`src/hdl/ucf_ram.sv`:
```
`timescale 1ns / 1ps
`default_nettype none

module ucf_ram #(
    parameter int WIDTH = 8,
    parameter int DEPTH = 16
) (
    input  wire logic                     i_clk,
    input  wire logic                     i_we,
    input  wire logic [$clog2(DEPTH)-1:0] i_waddr,
    input  wire logic [WIDTH-1:0]         i_wdata,
    input  wire logic [$clog2(DEPTH)-1:0] i_raddr,
    output logic      [WIDTH-1:0]         o_rdata
);

    logic [WIDTH-1:0] r_mem [DEPTH];

    always_ff @(posedge i_clk) begin
        if (i_we) begin
            r_mem[i_waddr] <= i_wdata;
        end
        o_rdata <= r_mem[i_raddr];
    end

endmodule

`default_nettype wire

```
`config.mk`:
```
export PLATFORM = sky130hd
export DESIGN_NAME = ucf_ram
export DESIGN_NICKNAME = d
export VERILOG_FILES = /design/src/hdl/ucf_ram.sv
export SDC_FILE = /design/constraint.sdc
export NUM_CORES = 1
export LEC_CHECK = 0
export ABC_AREA = 1
export BUFFER_PORTS_ARGS = -buffer_cell sky130_fd_sc_hd__buf_2
export CORE_MARGIN = 5
export CORE_UTILIZATION = 45
export DETAILED_ROUTE_END_ITERATION = 8
export PLACE_DENSITY = 0.69
export SLEW_MARGIN = 40
export SYNTH_ARGS = -nofsm -noshare
export SYNTH_HDL_FRONTEND = slang
export SYNTH_SLANG_ARGS = --single-unit
```
`constraint.sdc`:
```
create_clock -name i_clk -period 2.9 [get_ports i_clk]
set_clock_uncertainty 0.15 [all_clocks]
set_input_delay 0.29 -clock i_clk [delete_from_list [all_inputs] [get_ports i_clk]]
set_output_delay 0.29 -clock i_clk [all_outputs]
set_load 0.005 [all_outputs]
```
## After elaboration in Yosys (flattened, before gate mapping)

Memory sizes are Yosys's and may differ from the RTL's. A register that Yosys moved wholly into a read port is not among the register bits.
Cells that the tools add are included.

- Memories: 1
- Logic and storage cells: 3
- Input port bits: 18
- Flip-flop bits (word level): 0
- Bits in writable memories: 128

- Mux-type cells: 2

Memories:

| name | words | bits a word | rd ports | clocked after memory_dff | write ports | RTL line | text |
|---|---|---|---|---|---|---|---|
| r_mem | 16 | 8 | 1 | 1 | 1 | 16 | `logic [WIDTH-1:0] r_mem [DEPTH];` |

Operator list:

| cell | number |
|---|---|
| $mux W1 | 2 |

## Longest topological paths before layout

Gate-level depths: netlist (run 1).

- Depth after elaboration: 2
- Gate-level depth with buffers: 8
- Depth with buffers taken out: 7

## Worst setup path before layout (run 1)

No wires, ideal clock.

- Path type: input to register
- Start point: input i_waddr[2]
- End point: memory r_mem[10][0], enable pin
- Stages: 2
- Data required time: 2.380 ns
- Buffers on the path: 0
- Library setup time: 0.370 ns
- Setup slack: 1.509 ns
- Data arrival time: 0.871 ns
- Cell sequence: nand3b_1 > nor2_1

RTL lines:

| item | RTL line | text |
|---|---|---|
| start, declared | 10 | `input wire logic [$clog2(DEPTH)-1:0] i_waddr,` |
| end, declared | 16 |  |

No word-level cell before the write port.

## Worst setup path in the final report (run 1)

- Start point: input i_waddr[2]
- End point: memory r_mem[11][4], enable pin

No word-level cell before the write port.

==> results.py, run 1 <==
metrics = {
    "setup_path": {
        "crit_arrival_ps": 1340,
        "r2r-end": "o_rdata[1]$_DFF_P_",
        "worstPathRequired_ps": 2790,
        "critical_path.slowest_cell": "nor2_1",
        "endpoint_kind": "register",
        "cp-start-kind": "input pin",
        "r2r_start": "r_mem[1][1]$_DFFE_PP_",
        "r2r_setup_slack_ps": 1690,
        "worstRegToRegCells": 6,
        "critical-path-top-delay-family": "simple AND/OR/NAND/NOR gates",
        "cpPeakStageDelay_ps": 650,
        "cp_max_fo": 8,
        "crit_chain": "buf_2 > nand3b_1 > nor2_1",
        "cp.buffers_inverters": 1,
        "worstSetupPathType": "in -> reg",
    },
    "routing": {
        "first_iter_violations": 342,
        "ant_nets": 0,
        "routed_wl_mm": 12.5,
        "drc": 0,
        "vias": 3780,
        "vias_per_cell": 4.98,
        "route.detailed.wl_per_inst_um": 16.4,
        "dr.pass1.iters": 5,
    },
    "synth": {
        "yosysSeqAreaShare": 0.694,
        "syn_area_um2": 5770,
        "postSynthCellCount": 551,
        "synth_nets": 569,
        "ys.warnings.count": 0,
        "synth_area_leaders": "edfxtp_1 67%, nand2_1 11%, nand3_1 8.4%",
        "postSynthAreaPerCell_um2": 10.5,
        "synth_top_area_share": 0.667,
        "synth.distinct_cells": 12,
        "post-synth-top-area-cell": "edfxtp_1",
        "synth_seq_cells": 136,
    },
    "floorplan": {
        "ios": 26,
        "die_h_um": 123,
        "die_w_um": 123,
        "dieArea_um2": 15200,
        "initial_utilization": 0.459,
        "row_count": 41,
        "core_area_um2": 12600,
    },
    "pwr": {
        "peakVddDrop_mv": 0.537,
        "p_leak_nw": 2.83,
        "power_w": 0.00470,
        "p_per_area_nw_per_um2": 711,
    },
    "sta": {
        "fmax_ghz": 0.690,
        "slew_headroom": 0.472,
        "setup_viol": 0,
        "final.setup.tns_ps": 0,
        "fin_crit_ps": 1450,
        "tightest_slew_ps": 789,
        "fin_ws_ps": 1450,
        "rsz0062_at_grt": "no",
        "hold_violations": 0,
        "holdWs_ps": 115,
        "timing.final.crit_share": 0.500,
        "finalMaxSlewViolations": 0,
    },
    "global_routing": {
        "grt_use_met1": 0.245,
        "antenna_found_initial": 0,
        "gr-usage-met2": 0.277,
        "grt_util_met3": 0.0471,
        "grt_usage": 0.181,
        "gr-total-overflow": 0,
        "grt_first_pass_wirelength_mm": 19.8,
        "grt_max_degree": 65,
        "grt_pass1_vias": 3717,
        "top_usage_layer": "met2",
    },
    "worst_hold_path": {
        "holdPathStages": 3,
        "whs_endpoint": "o_rdata[0]$_DFF_P_",
        "hold_class": "in -> reg",
        "holdCritStartpoint": "i_raddr[3]",
    },
    "clock_tree": {
        "clkTransAtPathRegs_ps": 60,
        "cts_buffer_depth": 2,
        "cts_htree_levels": 4,
        "clk_latency_ps": 420,
        "cts_buffers": 17,
        "cts_hold_buf": 0,
        "post_cts_buffers": 0,
        "ctsResizeCount": 0,
        "root_buffer": "clkbuf_16",
        "cts.sinks": 136,
        "cts_tree": "built",
    },
    "layout": {
        "layout-drive-gt1-share": 0.104,
        "final_nets": 592,
        "final_area_um2": 6600,
        "n_fill_cell": 1092,
        "area_growth_pct": 14.5,
        "n_antenna_cell": 0,
    },
    "placement": {
        "pre_cts_slack_ps": 1010,
        "gp_congestion": 0.853,
        "post_dp_cell_area_um2": 5980,
        "hpwl_mm": 7.51,
        "port_buffers": 25,
    },
    "run": {
        "max_cap_violations": 0,
    },
    "outcome": {
        "outcome": "finished clean",
    },
}
-- cell families (layout without fill, tap and decap cells) --
logic type | after synthesis | in the layout | share of synthesized area
buf+inv | 126 | 162 | 0.0952
flops | 136 | 136 | 0.694
simple gates | 289 | 289 | 0.210
-- worst max path at each step --
| stage | start | endpoint | slack (ps) | depth (start not counted) |
|---|---|---|---|---|
| final | i_waddr[2] | r_mem[11][4]$_DFFE_PP_ | 1450 | 3 |
| after global routing | i_raddr[0] | o_rdata[1]$_DFF_P_ | 1330 | 9 |
| after CTS | i_waddr[2] | r_mem[9][6]$_DFFE_PP_ | 1460 | 3 |
| after detailed placement | i_waddr[2] | r_mem[9][1]$_DFFE_PP_ | 1010 | 3 |
| after global placement | i_raddr[0] | o_rdata[1]$_DFF_P_ | 1040 | 9 |
| after floorplan | i_waddr[2] | r_mem[10][0]$_DFFE_PP_ | 1510 | 2 |
-- state kept, by name (all words and copies together) (netlist names) --
| signal | count |
|---|---|
| o_rdata | 8 |
| r_mem | 128 |
-- synth_stat cells --
master / count
nand2_1: 173
nor2_1: 17
buf_4: 4
inv_2: 2
edfxtp_1: 128
buf_1: 1
nand3_1: 97
dfxtp_1: 8
nand3b_1: 2
buf_2: 13
inv_1: 100
buf_6: 6
-- tightest hold or removal path: cells and delay by family --
kind	cells	cell delay, ps
and+or+nand+nor	2	160
buffers and inverters	1	180
-- placed cells by master (no fill, tap or decap) --
| cell | Yosys | final |
|---|---|---|
| nand2_1 | 173 | 173 |
| edfxtp_1 | 128 | 128 |
| inv_1 | 100 | 100 |
| nand3_1 | 97 | 97 |
| buf_2 | 13 | 25 |
| clkbuf_16 | 0 | 17 |
| nor2_1 | 17 | 15 |
| dfxtp_1 | 8 | 8 |
| clkbuf_8 | 0 | 5 |
| clkbuf_1 | 0 | 3 |
| bufinv_16 | 0 | 3 |
| inv_2 | 2 | 2 |
| nand3b_1 | 2 | 2 |
| nor2_2 | 0 | 2 |
| clkinv_2 | 0 | 2 |
| clkinvlp_4 | 0 | 2 |
| buf_4 | 4 | 2 |
| buf_12 | 0 | 1 |
-- report_power, final --
group | total, W | internal, W | leakage (nW) | switching, W
sequential | 0.00221 | 0.00220 | 1.22 | 0.0000132
combinational | 0.000256 | 0.0000716 | 1.31 | 0.000184
clock | 0.00223 | 0.00146 | 0.299 | 0.000765
-- metal layers --
| metal | routed length [µm] | vias up |
|---|---|---|
| met1 | 5610 | 1826 |
| met5 | 0 | - |
| met3 | 714 | 22 |
| li1 | - | 1814 |
| met2 | 5820 | 118 |
| met4 | 319 | 0 |
-- layout make-up --
type	count	area [µm²]	area share
clock inverter	7	115	0.0174
inverter	102	383	0.0580
tap	172	215	0.0326
sequential	136	4000	0.607
clock buffer	25	505	0.0766
timing repair buffer	28	160	0.0243
multi-input combinational	289	1220	0.185
-- per-stage QoR --
| step | utilization | std cells |
|---|---|---|
| after global routing | 0.525 | 759 |
| after floorplan | - | 551 |
| final | 0.525 | 759 |
| after global placement | 0.475 | 727 |
| after CTS | 0.525 | 759 |
| after detailed placement | 0.475 | 727 |
(Power assumes the default switching activity.)
==> run 2: changes to the inputs <==
Clock period 2.9 ns to 1.52 ns, I/O delays scaled along.
==> results.py, run 2 (synthesis results as in run 1) <==
metrics = {
    "sta": {
        "tightest_slew_ps": 346,
        "finalMaxSlewViolations": 0,
        "timing.final.crit_share": 0.912,
        "fmax_ghz": 0.721,
        "fin_crit_ps": 1390,
        "slew_headroom": 0.769,
        "hold_violations": 0,
        "final.setup.tns_ps": 0,
        "rsz0062_at_grt": "no",
        "setup_viol": 0,
    },
    "routing": {
        "drc": 0,
        "route.detailed.wl_per_inst_um": 15.7,
        "vias_per_cell": 4.91,
        "routed_wl_mm": 12.3,
        "vias": 3837,
        "first_iter_violations": 393,
        "dr.pass1.iters": 6,
        "ant_nets": 0,
    },
    "setup_path": {
        "worstPathRequired_ps": 1660,
        "cp_max_fo": 16,
        "crit_chain": "dlygate4sd3_1 > buf_2 > inv_1 > buf_4 > nand3_1 > nand3_1 > nand2_1",
        "cp-start-kind": "input pin",
        "worstSetupPathType": "in -> reg",
        "crit_arrival_ps": 1530,
        "worstRegToRegCells": 6,
        "r2r_setup_slack_ps": 350,
        "crit_top_cell": "nand3_1",
        "endpoint_kind": "register",
        "cpPeakStageDelay_ps": 530,
        "r2r_start": "r_mem[5][6]$_DFFE_PP_",
        "r2r-end": "o_rdata[6]$_DFF_P_",
        "critical_path.slowest_cell": "dlygate4sd3_1",
    },
    "clock_tree": {
        "clkTransAtPathRegs_ps": 60,
        "cts_tree": "built",
        "post_cts_buffers": 0,
        "clk_latency_ps": 410,
        "cts.sinks": 136,
        "cts_buffers": 17,
        "cts_buffer_depth": 2,
        "root_buffer": "clkbuf_16",
        "cts_htree_levels": 4,
    },
    "global_routing": {
        "grt_util_met3": 0.0494,
        "gr-total-overflow": 0,
        "gr-usage-met2": 0.268,
        "grt_first_pass_wirelength_mm": 19.9,
        "grt_usage": 0.177,
        "top_usage_layer": "met2",
        "grt_pass1_vias": 3761,
        "antenna_found_initial": 0,
        "grt_use_met1": 0.242,
        "grt_max_degree": 65,
    },
    "floorplan": {
        "dieArea_um2": 15200,
        "ios": 26,
        "die_h_um": 123,
        "core_area_um2": 12600,
        "die_w_um": 123,
        "initial_utilization": 0.459,
        "row_count": 41,
    },
    "pwr": {
        "peakVddDrop_mv": 1.06,
        "p_leak_nw": 2.95,
        "p_seq_frac": 0.491,
        "p_int_w": 0.00675,
        "comb_power_share": 0.061,
        "switchingPower_w": 0.00184,
        "p_clk_frac": 0.449,
        "power_w": 0.00860,
        "p_per_area_nw_per_um2": 1270,
        "switching_share": 0.214,
    },
    "placement": {
        "gp_congestion": 0.864,
        "post_dp_cell_area_um2": 6190,
        "port_buffers": 25,
        "hpwl_mm": 7.90,
    },
    "layout": {
        "area_growth_pct": 17.4,
        "layout-drive-gt1-share": 0.133,
        "final_common_cell": "nand2_1",
        "mostFrequentLayoutCells": "173 x nand2_1, 128 x edfxtp_1, 100 x inv_1",
        "largest_registers": "r_mem: 128 flops, o_rdata: 8 flops",
        "n_fill_cell": 1066,
        "n_antenna_cell": 0,
        "final_nets": 616,
        "top_register": "r_mem",
        "final_area_um2": 6770,
        "largest_register_ffs": 128,
    },
    "worst_hold_path": {
        "whs_endpoint": "r_mem[5][3]$_DFFE_PP_",
        "hold_class": "in -> reg",
        "holdPathStages": 1,
        "holdCritStartpoint": "i_wdata[3]",
    },
    "outcome": {
        "outcome": "finished clean",
    },
    "run": {
        "max_cap_violations": 0,
    },
}
==> run 2: power by group through the flow <==
| stage | Combinational [W] | Sequential [W] | Clock (W) |
|---|---|---|---|
| after detailed placement | 0.000517 | 0.00430 | 0 |
| final | 0.000521 | 0.00422 | 0.00386 |
| after global routing | 0.000582 | 0.00422 | 0.00410 |
| after floorplan | 0.000296 | 0.00429 | 0 |
| after CTS | 0.000525 | 0.00422 | 0.00391 |
| after global placement | 0.000508 | 0.00429 | 0 |
==> run 2: cell type report <==
class | instances | area (µm²) | share of cell area
clock buffers | 18 | 429 | 0.0634
well taps | 172 | 215 | 0.0318
inverters | 102 | 383 | 0.0565
multi-input cells | 289 | 1210 | 0.179
repair buffers | 52 | 395 | 0.0584
flip-flops and latches | 136 | 4000 | 0.591
clock inverters | 13 | 133 | 0.0196
==> run 2: repair_timing <==
item | CTS | global route
resized for setup | 0 | 0
hold buffers | 2 | 0
endpoints found under the hold margin | 20 | 0
==> run 2: worst max path at each step <==
stage	startpoint	to	cells past startpoint
after detailed placement	i_raddr[0]	o_rdata[5]$_DFF_P_	7
after global placement	i_raddr[0]	o_rdata[1]$_DFF_P_	7
after floorplan	i_waddr[2]	r_mem[10][0]$_DFFE_PP_	2
final	i_raddr[2]	o_rdata[7]$_DFF_P_	7
after global routing	i_raddr[2]	o_rdata[5]$_DFF_P_	7
after CTS	i_raddr[2]	o_rdata[5]$_DFF_P_	7
==> run 2: through the flow <==
step                      worst slack, ps  hold slack [ps]   util  std cells
after floorplan                       267              101      -        551
after global placement                185              384  0.493        749
after detailed placement              156              383  0.493        749
after global routing                 64.4             4.32  0.539        782
after CTS                             157            0.723  0.539        782
final                                 133             10.3  0.539        782
==> run 2: metal layers <==
layer	wire (µm)	up-vias	share of wire
met5	0	-	0
met1	5390	1812	0.44
met4	279	0	0.023
met2	5790	131	0.47
met3	843	27	0.069
li1	-	1867	-
==> run 2: critical path, delay by kind of cell <==
| family | cells | cell delay (ps) |
|---|---|---|
| buffers and inverters | 4 | 1010 |
| AND/OR/NAND/NOR | 3 | 360 |
