===== config.mk =====
export PLATFORM = sky130hd
export DESIGN_NAME = ucf_ctrl
export DESIGN_NICKNAME = d
export VERILOG_FILES = /design/src/hdl/ucf_pkg.sv /design/src/hdl/ucf_ctrl.sv
export SDC_FILE = /design/constraint.sdc
export NUM_CORES = 1
export LEC_CHECK = 0
export ABC_AREA = 1
export BUFFER_PORTS_ARGS = -buffer_cell sky130_fd_sc_hd__buf_2
export CORE_MARGIN = 2
export CORE_UTILIZATION = 34
export DETAILED_ROUTE_END_ITERATION = 10
export PLACE_DENSITY = 0.52
export SYNTH_ARGS = -nofsm -noshare
export SYNTH_HDL_FRONTEND = slang
export SYNTH_SLANG_ARGS = --single-unit
export TNS_END_PERCENT = 10

===== constraint.sdc =====
create_clock -name i_clk -period 9.05 [get_ports i_clk]
set_clock_uncertainty 0.05 [all_clocks]
set_input_delay 1.81 -clock i_clk [delete_from_list [all_inputs] [get_ports i_clk]]
set_output_delay 1.81 -clock i_clk [all_outputs]
set_load 0.02 [all_outputs]

===== src/hdl/ucf_pkg.sv =====
`timescale 1ns / 1ps
`default_nettype none

package ucf_pkg;

    localparam int MODEL_BITS = 12;
    localparam int SCENE_BITS = 16;
    localparam int DIST_BITS  = 32;
    localparam int KIND_BITS  = 2;

    localparam int DEF_MODEL_POINTS     = 4096;
    localparam int DEF_SCENE_INDEX_BITS = 16;

    localparam logic OP_LOAD  = 1'b0;
    localparam logic OP_DRAIN = 1'b1;

    localparam logic [KIND_BITS-1:0] KIND_KEPT   = 2'd0;
    localparam logic [KIND_BITS-1:0] KIND_REJECT = 2'd1;
    localparam logic [KIND_BITS-1:0] KIND_EMPTY  = 2'd2;

    typedef struct packed {
        logic                  op;
        logic [MODEL_BITS-1:0] model_index;
        logic [SCENE_BITS-1:0] scene_index;
        logic [DIST_BITS-1:0]  dist_sqr;
    } t_in_item;

    typedef struct packed {
        logic [KIND_BITS-1:0]  kind;
        logic [MODEL_BITS-1:0] out_model;
        logic [SCENE_BITS-1:0] out_scene;
        logic [DIST_BITS-1:0]  out_dist;
        logic                  last;
    } t_out_item;

endpackage

`default_nettype wire


===== src/hdl/ucf_ctrl.sv =====
`timescale 1ns / 1ps
`default_nettype none

module ucf_ctrl
    import ucf_pkg::*;
#(
    parameter int MODEL_POINTS     = DEF_MODEL_POINTS,
    parameter int SCENE_INDEX_BITS = DEF_SCENE_INDEX_BITS,
    localparam int AW = $clog2(MODEL_POINTS),
    localparam int SW = (SCENE_INDEX_BITS < SCENE_BITS) ? SCENE_INDEX_BITS : SCENE_BITS,
    localparam int DW = 1 + SW + DIST_BITS
) (
    input  wire logic          i_clk,
    input  wire logic          i_rst_n,
    input  wire logic          i_enable,
    input  wire logic          start,
    output logic               busy,
    input  wire t_in_item      i_item,
    output logic               o_strobe,
    output t_out_item          o_result,
    output logic               o_ram_we,
    output logic [AW-1:0]      o_ram_waddr,
    output logic [DW-1:0]      o_ram_wdata,
    output logic [AW-1:0]      o_ram_raddr,
    input  wire logic [DW-1:0] i_ram_rdata
);

    localparam int PW = $clog2(MODEL_POINTS + 1);
    localparam logic [PW-1:0] PTR_END  = PW'(MODEL_POINTS);
    localparam logic [AW-1:0] ADDR_TOP = AW'(MODEL_POINTS - 1);

    localparam logic [1:0] S_CLEAR = 2'd0;
    localparam logic [1:0] S_IDLE  = 2'd1;
    localparam logic [1:0] S_LOAD  = 2'd2;
    localparam logic [1:0] S_SCAN  = 2'd3;

    logic [1:0]           r_state, n_state;
    logic [AW-1:0]        r_clr, n_clr;
    logic [AW-1:0]        r_scan, n_scan;
    logic [PW-1:0]        r_ptr, n_ptr;
    logic [PW-1:0]        r_count, n_count;
    logic [AW-1:0]        r_addr, n_addr;
    logic [SW-1:0]        r_scene, n_scene;
    logic [DIST_BITS-1:0] r_dist, n_dist;
    logic                 r_strobe, n_strobe;
    t_out_item            r_res, n_res;

    logic [31:0]           w_model_ext;
    logic [31:0]           w_scene_ext;
    logic [SW-1:0]         w_scene_in;
    logic [31:0]           w_scene_in_ext;
    logic                  w_in_range;
    logic                  w_slot_valid;
    logic [SW-1:0]         w_slot_scene;
    logic [DIST_BITS-1:0]  w_slot_dist;
    logic [31:0]           w_slot_scene_ext;
    logic [31:0]           w_scan_ext;
    logic [31:0]           w_r_scene_ext;
    logic [PW-1:0]         w_count_dec;

    assign w_model_ext    = 32'(i_item.model_index);
    assign w_scene_ext    = 32'(i_item.scene_index);
    assign w_scene_in     = w_scene_ext[SW-1:0];
    assign w_scene_in_ext = 32'(w_scene_in);
    assign w_in_range     = w_model_ext < 32'(MODEL_POINTS);

    assign {w_slot_valid, w_slot_scene, w_slot_dist} = i_ram_rdata;
    assign w_slot_scene_ext = 32'(w_slot_scene);
    assign w_scan_ext       = 32'(r_scan);
    assign w_r_scene_ext    = 32'(r_scene);
    assign w_count_dec      = (r_count != '0) ? r_count - PW'(1) : r_count;

    assign busy     = (r_state != S_IDLE);
    assign o_strobe = r_strobe;
    assign o_result = r_res;

    always_comb begin
        n_state  = r_state;
        n_clr    = r_clr;
        n_scan   = r_scan;
        n_ptr    = r_ptr;
        n_count  = r_count;
        n_addr   = r_addr;
        n_scene  = r_scene;
        n_dist   = r_dist;
        n_strobe = 1'b0;
        n_res    = r_res;

        o_ram_we    = 1'b0;
        o_ram_waddr = r_addr;
        o_ram_wdata = {1'b1, r_scene, r_dist};
        o_ram_raddr = r_ptr[AW-1:0];

        unique case (r_state)
            S_CLEAR: begin
                o_ram_we    = 1'b1;
                o_ram_waddr = r_clr;
                o_ram_wdata = '0;
                n_clr       = r_clr + AW'(1);
                if (r_clr == ADDR_TOP) begin
                    n_state = S_IDLE;
                end
            end
            S_IDLE: begin
                if (i_item.op == OP_LOAD) begin
                    o_ram_raddr = w_model_ext[AW-1:0];
                end
                if (start) begin
                    if (i_item.op == OP_LOAD) begin
                        n_addr  = w_model_ext[AW-1:0];
                        n_scene = w_scene_in;
                        n_dist  = i_item.dist_sqr;
                        if (!i_enable) begin
                            // filter off: pass the pair straight through
                            n_strobe        = 1'b1;
                            n_res.kind      = KIND_KEPT;
                            n_res.out_model = i_item.model_index;
                            n_res.out_scene = w_scene_in_ext[SCENE_BITS-1:0];
                            n_res.out_dist  = i_item.dist_sqr;
                            n_res.last      = 1'b0;
                        end else if (!w_in_range) begin
                            n_strobe        = 1'b1;
                            n_res.kind      = KIND_REJECT;
                            n_res.out_model = '0;
                            n_res.out_scene = w_scene_in_ext[SCENE_BITS-1:0];
                            n_res.out_dist  = '0;
                            n_res.last      = 1'b0;
                        end else begin
                            n_state = S_LOAD;
                        end
                    end else begin
                        if (r_ptr == PTR_END) begin
                            n_strobe = 1'b1;
                            n_res    = '{kind: KIND_EMPTY, default: '0};
                            n_ptr    = '0;
                        end else begin
                            n_scan  = r_ptr[AW-1:0];
                            n_state = S_SCAN;
                        end
                    end
                end
            end
            S_LOAD: begin
                n_state = S_IDLE;
                if (!w_slot_valid) begin
                    o_ram_we = 1'b1;
                    n_count  = r_count + PW'(1);
                end else if (r_dist < w_slot_dist) begin
                    // new pair wins, the displaced scene point is rejected
                    o_ram_we        = 1'b1;
                    n_strobe        = 1'b1;
                    n_res.kind      = KIND_REJECT;
                    n_res.out_model = '0;
                    n_res.out_scene = w_slot_scene_ext[SCENE_BITS-1:0];
                    n_res.out_dist  = '0;
                    n_res.last      = 1'b0;
                end else begin
                    n_strobe        = 1'b1;
                    n_res.kind      = KIND_REJECT;
                    n_res.out_model = '0;
                    n_res.out_scene = w_r_scene_ext[SCENE_BITS-1:0];
                    n_res.out_dist  = '0;
                    n_res.last      = 1'b0;
                end
            end
            S_SCAN: begin
                // read of the next slot overlaps the check of this one
                o_ram_raddr = r_scan + AW'(1);
                if (w_slot_valid) begin
                    o_ram_we        = 1'b1;
                    o_ram_waddr     = r_scan;
                    o_ram_wdata     = '0;
                    n_count         = w_count_dec;
                    n_ptr           = PW'(r_scan) + PW'(1);
                    n_strobe        = 1'b1;
                    n_res.kind      = KIND_KEPT;
                    n_res.out_model = w_scan_ext[MODEL_BITS-1:0];
                    n_res.out_scene = w_slot_scene_ext[SCENE_BITS-1:0];
                    n_res.out_dist  = w_slot_dist;
                    n_res.last      = (w_count_dec == '0);
                    n_state         = S_IDLE;
                end else if (r_scan == ADDR_TOP) begin
                    n_strobe = 1'b1;
                    n_res    = '{kind: KIND_EMPTY, default: '0};
                    n_ptr    = '0;
                    n_state  = S_IDLE;
                end else begin
                    n_scan = r_scan + AW'(1);
                end
            end
            default: begin
                n_state = S_CLEAR;
            end
        endcase
    end

    always_ff @(posedge i_clk) begin
        if (!i_rst_n) begin
            r_state  <= S_CLEAR;
            r_clr    <= '0;
            r_scan   <= '0;
            r_ptr    <= '0;
            r_count  <= '0;
            r_strobe <= 1'b0;
        end else begin
            r_state  <= n_state;
            r_clr    <= n_clr;
            r_scan   <= n_scan;
            r_ptr    <= n_ptr;
            r_count  <= n_count;
            r_strobe <= n_strobe;
        end
    end

    always_ff @(posedge i_clk) begin
        r_addr  <= n_addr;
        r_scene <= n_scene;
        r_dist  <= n_dist;
        r_res   <= n_res;
    end

endmodule

`default_nettype wire


Word level (Yosys, flattened, before mapping)
Cells that the tools add are included. W data, S select, Z words.

Word-level logic and storage cells: 110. Output and inout bits: 139. Flip-flop bits (word level): 176. Input bits: 114.

Reductions and logical operators: 12. Bitwise operators: 1. $lt $le $gt $ge: 2. Multiplexer cells: 53. Equality and inequality tests: 23. Add/sub/neg operators: 5.

Operator list (number): $mux W63 (8); $pmux W63 S3 (1); $mux W13 (8); $mux W49 (2); $pmux W49 S2 (1); $mux W12 (7); $pmux W12 S2 (3); $pmux W13 S2 (2); $lt A32 B32 Y1 (1); $add A12 B1 Y12 const B (2); $eq A12 B12 Y1 const B (2); $ne A2 B2 Y1 const B (10); $reduce_and A6 Y1 (3); $mux W2 (8); $ne A3 B3 Y1 const B (5); $add A12 B1 Y13 const B (1); $add A13 B1 Y13 const B (1); $eq A13 B13 Y1 const B (1); $logic_not A13 Y1 (1); $lt A12 B13 Y1 const B (1); $reduce_bool A13 Y1 (1); $sub A13 B1 Y13 const B (1); $mux W1 (10); $pmux W2 S4 (1); other kinds (11) (15).

Logic depth before layout (Yosys ltp)
Gate-level depths: netlist of the first run.

Word-level depth: 6. Gate-level depth with buffers: 17. Gate-level depth less buffers: 16.

Worst setup path before layout of the first run
OpenSTA, ideal clock, no wires.

Path type: input to register. From: input i_item[60] in the netlist's numbering. To: register r_res, in the netlist o_result[0], enable pin. Cell stages on the path: 7. Setup time: 484 ps. Arrival: 5034 ps. Path slack: 3481 ps. Data required time: 8516 ps. Path through: clkbuf_1 > nor2_1 > inv_1 > nand2_1 > inv_1 > o21ai_0 > nor2_1.

Longest elaborated chain between the ends: 2.

RTL lines: from (decl) (RTL line ucf_ctrl.sv:18) `input wire t_in_item i_item,`; $ne A4 B4 Y1 (no source line) / $ne A3 B3 Y1 (equally long branches); $reduce_and A6 Y1 (no source line) *; to (signal assigned) (RTL line ucf_ctrl.sv:219) `r_res <= n_res;`; to (decl) (RTL line ucf_ctrl.sv:46) `t_out_item r_res, n_res;`.

Mark *: on every way between the ends. The rest lies on a longest branch, timed or not. A chain may end at the register's enable or synchronous reset.

Final worst setup path of the first run
From: input i_ram_rdata[19]. To: output o_ram_we.

Longest elaborated chain between the ends: 4.

RTL lines: from (decl) (RTL line ucf_ctrl.sv:25) `input wire logic [DW-1:0] i_ram_rdata`; $lt A32 B32 Y1 (RTL line ucf_ctrl.sv:148) `end else if (r_dist < w_slot_dist) begin`; $mux W1 (RTL line ucf_ctrl.sv:148); $mux W1 (RTL line ucf_ctrl.sv:145) `if (!w_slot_valid) begin`; $pmux W1 S3 (RTL line ucf_ctrl.sv:94) `unique case (r_state)`; to (decl) (RTL line ucf_ctrl.sv:21) `output logic o_ram_we,`.

Every way passes these cells.

==> results of run 1 <==
final timing paths:
check	start	to	slack (ns)	cells past startpoint
min	r_ptr[1]$_SDFFE_PN0P_	r_ptr[1]$_SDFFE_PN0P_	0.42	2
min reg2reg	r_ptr[1]$_SDFFE_PN0P_	r_ptr[1]$_SDFFE_PN0P_	0.42	2
max	i_ram_rdata[19]	o_ram_we	3.35	11
max reg2reg	r_state[1]$_SDFFE_PN0P_	r_scene[9]$_DFFE_PP_	5.50	7
registers in the layout (all words and copies together) (netlist names):
name	flops
r_addr	12
o_result	63
r_ptr	13
r_scan	12
o_strobe	1
r_clr	12
r_dist	32
r_state	2
r_count	13
r_scene	16
layout make-up:
class	count	area, sq um
inverters	188	706
repair buffers	260	1320
well taps	384	480
fillers	2995	16500
clock inverters	14	250
clock buffers	17	425
flip-flops and latches	176	4750
multi-input cells	786	4250
metrics by stage:
stage	worst slack (ns)	hold WS (ns)	area (sq um)
floorplan	3.48	0.390	9930
global placement	3.35	0.398	11500
detailed placement	3.32	0.406	11500
CTS	3.31	0.418	12200
global route	3.12	0.446	12200
finish	3.35	0.419	12200
routing by layer:
layer	wire length, microns	GRT usage
met3	1990	0.0322
met2	15200	0.342
met4	619	0.0656
met1	14800	0.288
met5	0	0
logic make-up (layout without fill, tap and decap cells):
kind of cell / after synthesis / after routing
and+or+nand+nor: 462 / 462
AOI/OAI and AO/OA: 264 / 264
buffers and inverters: 244 / 479
DFF: 176 / 176
adders and majority gates: 41 / 41
xor gates and xnor gates: 19 / 19
placed cells by master (no fill, tap or decap), types with 3 or more instances in the layout:
| cell type | n |
|---|---|
| nand4_1 | 15 |
| nand3_1 | 86 |
| o22ai_1 | 9 |
| nand3_2 | 5 |
| o21ai_0 | 131 |
| nand2_1 | 198 |
| a31oi_1 | 9 |
| o21ai_1 | 15 |
| a21oi_1 | 65 |
| dfxtp_1 | 53 |
| inv_1 | 176 |
| nor3_1 | 18 |
| o211ai_1 | 7 |
| bufinv_16 | 6 |
| inv_2 | 10 |
| edfxtp_1 | 123 |
| nor2_4 | 8 |
| buf_4 | 8 |
| xor2_1 | 18 |
| a22oi_1 | 15 |
| ha_1 | 41 |
| buf_2 | 252 |
| inv_6 | 4 |
| clkbuf_16 | 17 |
| nor2_1 | 107 |
| nor2_2 | 6 |
| a211oi_2 | 3 |
| nand2_2 | 5 |
worst max-delay path: stages:
cell	delay, ns
buf_2	0.10
inv_1	0.11
ha_1	0.26
a21oi_1	0.16
o21ai_1	0.09
nand2_1	0.07
nand3_1	0.10
a21oi_4	0.48
nand3_1	0.23
a22oi_1	0.22
buf_2	0.20
report_power, final:
part	internal (mW)	leakage (nW)	switching, mW	total [mW]
Sequential	0.859	1.51	0.000971	0.860
Clock	0.523	0.323	0.347	0.871
Combinational	0.0389	3.66	0.0641	0.103
Total	1.42	5.49	0.412	1.83
==> metrics.cfg, run 1 <==
[status]
status=finished, final reports clean

[clocking]
ctsResizeCount=0
root_buffer=clkbuf_16
hold_buffers=0
cts_buffers=17
post_cts_buffers=0
clk_latency_ns=0.43
cts.clk_slew.worst_paths_ns=0.07
clockBufferDepth=2
cts_num_sinks=176
htreeDepth=4
cts_tree=done

[yosys]
synth_compound_area_frac=0.147
ys_seq_elements=176
synth_area_sq_mm=0.00993
synth_edf_count=123
synth_top_family_by_area=simple AND/OR/NAND/NOR gates
yosysSeqAreaShare=0.479
synth-xor-area-share=0.0168
synth-simple-area-share=0.209
synth_fa_ha_area_frac=0.0516
ys_types=49
synth_mux_area_frac=0
synth_common_cells=199 x nand2_1, 176 x inv_1, 131 x o21ai_0
synth_async_sr_flop_share=0
synth_nets=1361
synth_area_leaders=edfxtp_1 37%, dfxtp_1 11%, nand2_1 7.5%
synth_warnings=0
yosys.cell_count.top_type=nand2_1
synth.top_cell.area_share=0.372
synth.avg_cell_area_sq_um=8.24
synthFlopType=edfxtp_1
yosysTopAreaCell=edfxtp_1
netlist_instances=1206

[finish]
final_layout_size_suffix_gt1_frac=0.234
fin_cells=1825
syn_to_final_growth_pct=22.7
antenna_cells=0
final_util=0.425
nets=1584

[grt]
antenna_found_initial=0
grt_pass1_vias=8754
grt.total_usage=0.210
grt_overflow_total=0
grt_max_degree=63
grt_pass1_wl_microns=49600

[routing]
first_iter_violations=707
detail_route.vias_per_cell=5.05
num_vias=9211
dr.pass1.iters=5
drtAntennaViolNets=0
totalWireLength_microns=32700
drc_errors=0
wl_per_cell_microns=17.9

[worst_setup_path]
crit_arrival_ns=3.84
end_kind=output pin
critPathKind=input pin to output pin
required_ns=7.19
critPathLaunchType=input pin
crit_fanout=18

[sta]
hold_viol=0
fmax_ghz=0.176
finalSetupViolCount=0
worst_slew_pin_slew_ns=0.957
relSlewSlack=0.361
rsz0062_at_grt=no
fin_crit_sh=0.629
tns_ns=0
maxSlewViolCount=0
min_period_ns=5.70

[place]
io_buffer_count=252
dp_hpwl_microns=23200
gp_congestion=0.867
place_inst=1794

[power]
ir_drop_uv=114
p_leak_nw=5.49
finalPower_mw=1.83
power_density_mw_per_mm2=150

[floorplan]
pin_count=253
die_w_microns=175
initial_core_util=0.346
die-area_sq_mm=0.0306
die_y_microns=175
core_area_sq_mm=0.0287
num_rows=62

[job]
drv_cap=0

[worst_hold_path]
min_path_type=register to register

Note: power is estimated with default switching activity, not from simulation.
==> inputs of run 2 (changes only) <==
- ABC_AREA: 1 -> 0
- PLACE_DENSITY: 0.52 -> 0.54
- clock period: 9.05 -> 5.15 ns (I/O delays scaled with it)
==> metrics.cfg, run 2 <==
[status]
status=finished, final reports clean

[finish]
layout_common_cells=252 x buf_2, 123 x edfxtp_1, 114 x nand2_1
mostFrequentLayoutCell=buf_2
nets=1391  ; -12%
fin_cells=1636  ; -10%
final_util=0.423  ; -0.00179
final_layout_size_suffix_gt1_frac=0.263  ; +0.0287
syn_to_final_growth_pct=22.4
largest_reg_flops=63  ; unchanged

[yosys]
synth_common_cells=123 x edfxtp_1, 114 x nand2_1, 69 x nor2_1
netlist_instances=1022  ; -15%
synth_edf_count=123  ; unchanged
yosysTopAreaCell=edfxtp_1
synth_area_leaders=edfxtp_1 37%, dfxtp_1 11%, ha_1 5.2%
ys_types=70  ; +43%
synth_warnings=0  ; unchanged
yosysSeqAreaShare=0.480  ; +0.00103
yosys.cell_count.top_type=edfxtp_1
synth.top_cell.area_share=0.373  ; +0.000798
synth_nets=1177  ; -14%
synthFlopType=edfxtp_1
synth_top_family_by_area=compound AO/OA/AOI/OAI gates
synth_fa_ha_area_frac=0.0518  ; +0.000111
ys_seq_elements=176  ; unchanged
synth_async_sr_flop_share=0  ; unchanged
synth.avg_cell_area_sq_um=9.70  ; +18%
synth-simple-area-share=0.177  ; -0.0320
synth_compound_area_frac=0.193  ; +0.0454
synth-xor-area-share=0.0239  ; +0.00710
synth_mux_area_frac=0.0245  ; +0.0245
synth_area_sq_mm=0.00991  ; -0.21%

[clocking]
post_cts_buffers=0  ; unchanged
htreeDepth=4  ; unchanged
cts_num_sinks=176  ; unchanged
cts.clk_slew.worst_paths_ns=0.07  ; about the same
root_buffer=clkbuf_16
cts_buffers=17  ; unchanged
hold_buffers=0  ; unchanged
cts_tree=done
clockBufferDepth=2  ; unchanged
clk_latency_ns=0.43  ; about the same
ctsResizeCount=0  ; unchanged

[place]
gp_congestion=0.854  ; -1.5%
dp_hpwl_microns=23000  ; -1.1%
place_inst=1601  ; -11%
io_buffer_count=252  ; unchanged
place_ws_ns=0.926  ; -2.39 ns

[floorplan]
core_area_sq_mm=0.0287  ; unchanged
die_y_microns=175  ; -0.11%
num_rows=62  ; unchanged
die_w_microns=175  ; -0.11%
pin_count=253  ; unchanged
initial_core_util=0.345  ; -0.000741
die-area_sq_mm=0.0305  ; -0.21%

[worst_setup_path]
critPathLaunch=r_state[1]$_SDFFE_PN0P_
critPathLaunchType=register
reg2reg_from=r_state[1]$_SDFFE_PN0P_
crit_arrival_ns=3.34  ; -0.50 ns
required_ns=4.07  ; -3.12 ns
critPathKind=register to output pin
end_kind=output pin
crit_fanout=26  ; +8

[grt]
grt_pass1_wl_microns=49000  ; -1.3%
antenna_found_initial=3  ; +3
grt_max_degree=64  ; +1.6%
grt.total_usage=0.206  ; -0.00452
grt_overflow_total=0  ; unchanged
grt_pass1_vias=8438  ; -3.6%

[routing]
totalWireLength_microns=32200  ; -1.3%
num_vias=8801  ; -4.5%
wl_per_cell_microns=19.7  ; +10%
dr.pass1.iters=5  ; unchanged
drtAntennaViolNets=0  ; unchanged
detail_route.vias_per_cell=5.38  ; +6.6%
drc_errors=0  ; unchanged
first_iter_violations=672  ; -5.0%

[power]
ir_drop_uv=172  ; +50%
p_leak_nw=4.75  ; -14%
power_density_mw_per_mm2=380  ; +150%

[job]
drv_cap=0  ; unchanged

[sta]
tns_ns=0  ; unchanged
maxSlewViolCount=0  ; unchanged
holdWs_ns=0.457  ; +0.0376 ns
worst_slew_pin_slew_ns=1.19  ; +0.236 ns
fin_crit_sh=0.858
hold_viol=0  ; unchanged
finalSetupViolCount=0  ; unchanged
rsz0062_at_grt=no
relSlewSlack=0.200  ; -0.161
layout_setup_ws_ns=0.734  ; -2.62 ns
fmax_ghz=0.226
min_period_ns=4.42

[worst_hold_path]
min_path_type=register to register
min_from=r_ptr[12]$_SDFFE_PN0P_

run 2: changes by cell type in the layout (fill, tap and decap cells not counted), moves of 14 or more:
cell,previous run,this run
nor2b_1,0,60
inv_1,176,47
mux2i_1,0,22
o2111ai_1,0,17
nor2_1,107,67
o221ai_1,2,16
nand3_1,86,20
nand2_1,198,114
o21ai_0,131,51
run 2: worst paths after layout:
path / to / slack, ns / cells after the start
worst max-delay path: o_ram_waddr[0] / 0.73 / 6
worst min-delay path: r_ptr[12]$_SDFFE_PN0P_ / 0.46 / 2
worst min register to register: r_ptr[12]$_SDFFE_PN0P_ / 0.46 / 2
worst max register to register: o_result[19]$_DFFE_PP_ / 1.91 / 6
run 2: where the power goes:
| group | total, mW | switching (mW) | internal [mW] |
|---|---|---|---|
| combinational | 1.47 | 1.05 | 0.420 |
| clock | 1.30 | 0.614 | 0.685 |
| sequential | 1.84 | 0.0754 | 1.76 |
| total | 4.61 | 1.74 | 2.87 |
run 2: metal layers:
metal	GRT usage	up-vias	routed length, microns
li1	-	4211	-
met1	0.275	4219	14300
met2	0.337	330	15300
met3	0.0329	41	1890
met4	0.0736	0	745
met5	0	-	0
run 2: final cells by class:
type,instances,area [sq um]
Fill cell,2887,16600
Sequential cell,176,4750
Multi-Input combinational cell,721,4710
Timing Repair Buffer,271,1420
Tap cell,384,480
Clock buffer,17,425
Inverter,49,184
Clock inverter,15,153
Antenna cell,3,7.51
run 2: cell families after synthesis:
| family | Yosys count |
|---|---|
| AO/OA/AOI/OAI | 280 |
| XOR/XNOR | 27 |
| adder cells (fa/ha/maj) | 41 |
| buffers and inverters | 125 |
| flip-flops | 176 |
| multiplexers | 24 |
| AND/OR/NAND/NOR | 349 |
run 2: stage by stage:
stage | power, mW | cell area [sq um]
finish | 4.61 | 12100
detailed placement | 3.36 | 11500
floorplan | 2.78 | 9930
global route | 4.83 | 12100
CTS | 4.67 | 12100
global placement | 3.36 | 11500
run 2: worst max-delay path, stage by stage (launching register included):
cell,delay [ns]
dfxtp_1,0.44
inv_1,0.14
ha_1,0.65
nor2b_1,0.89
a21oi_1,0.17
o221ai_1,0.37
buf_2,0.24
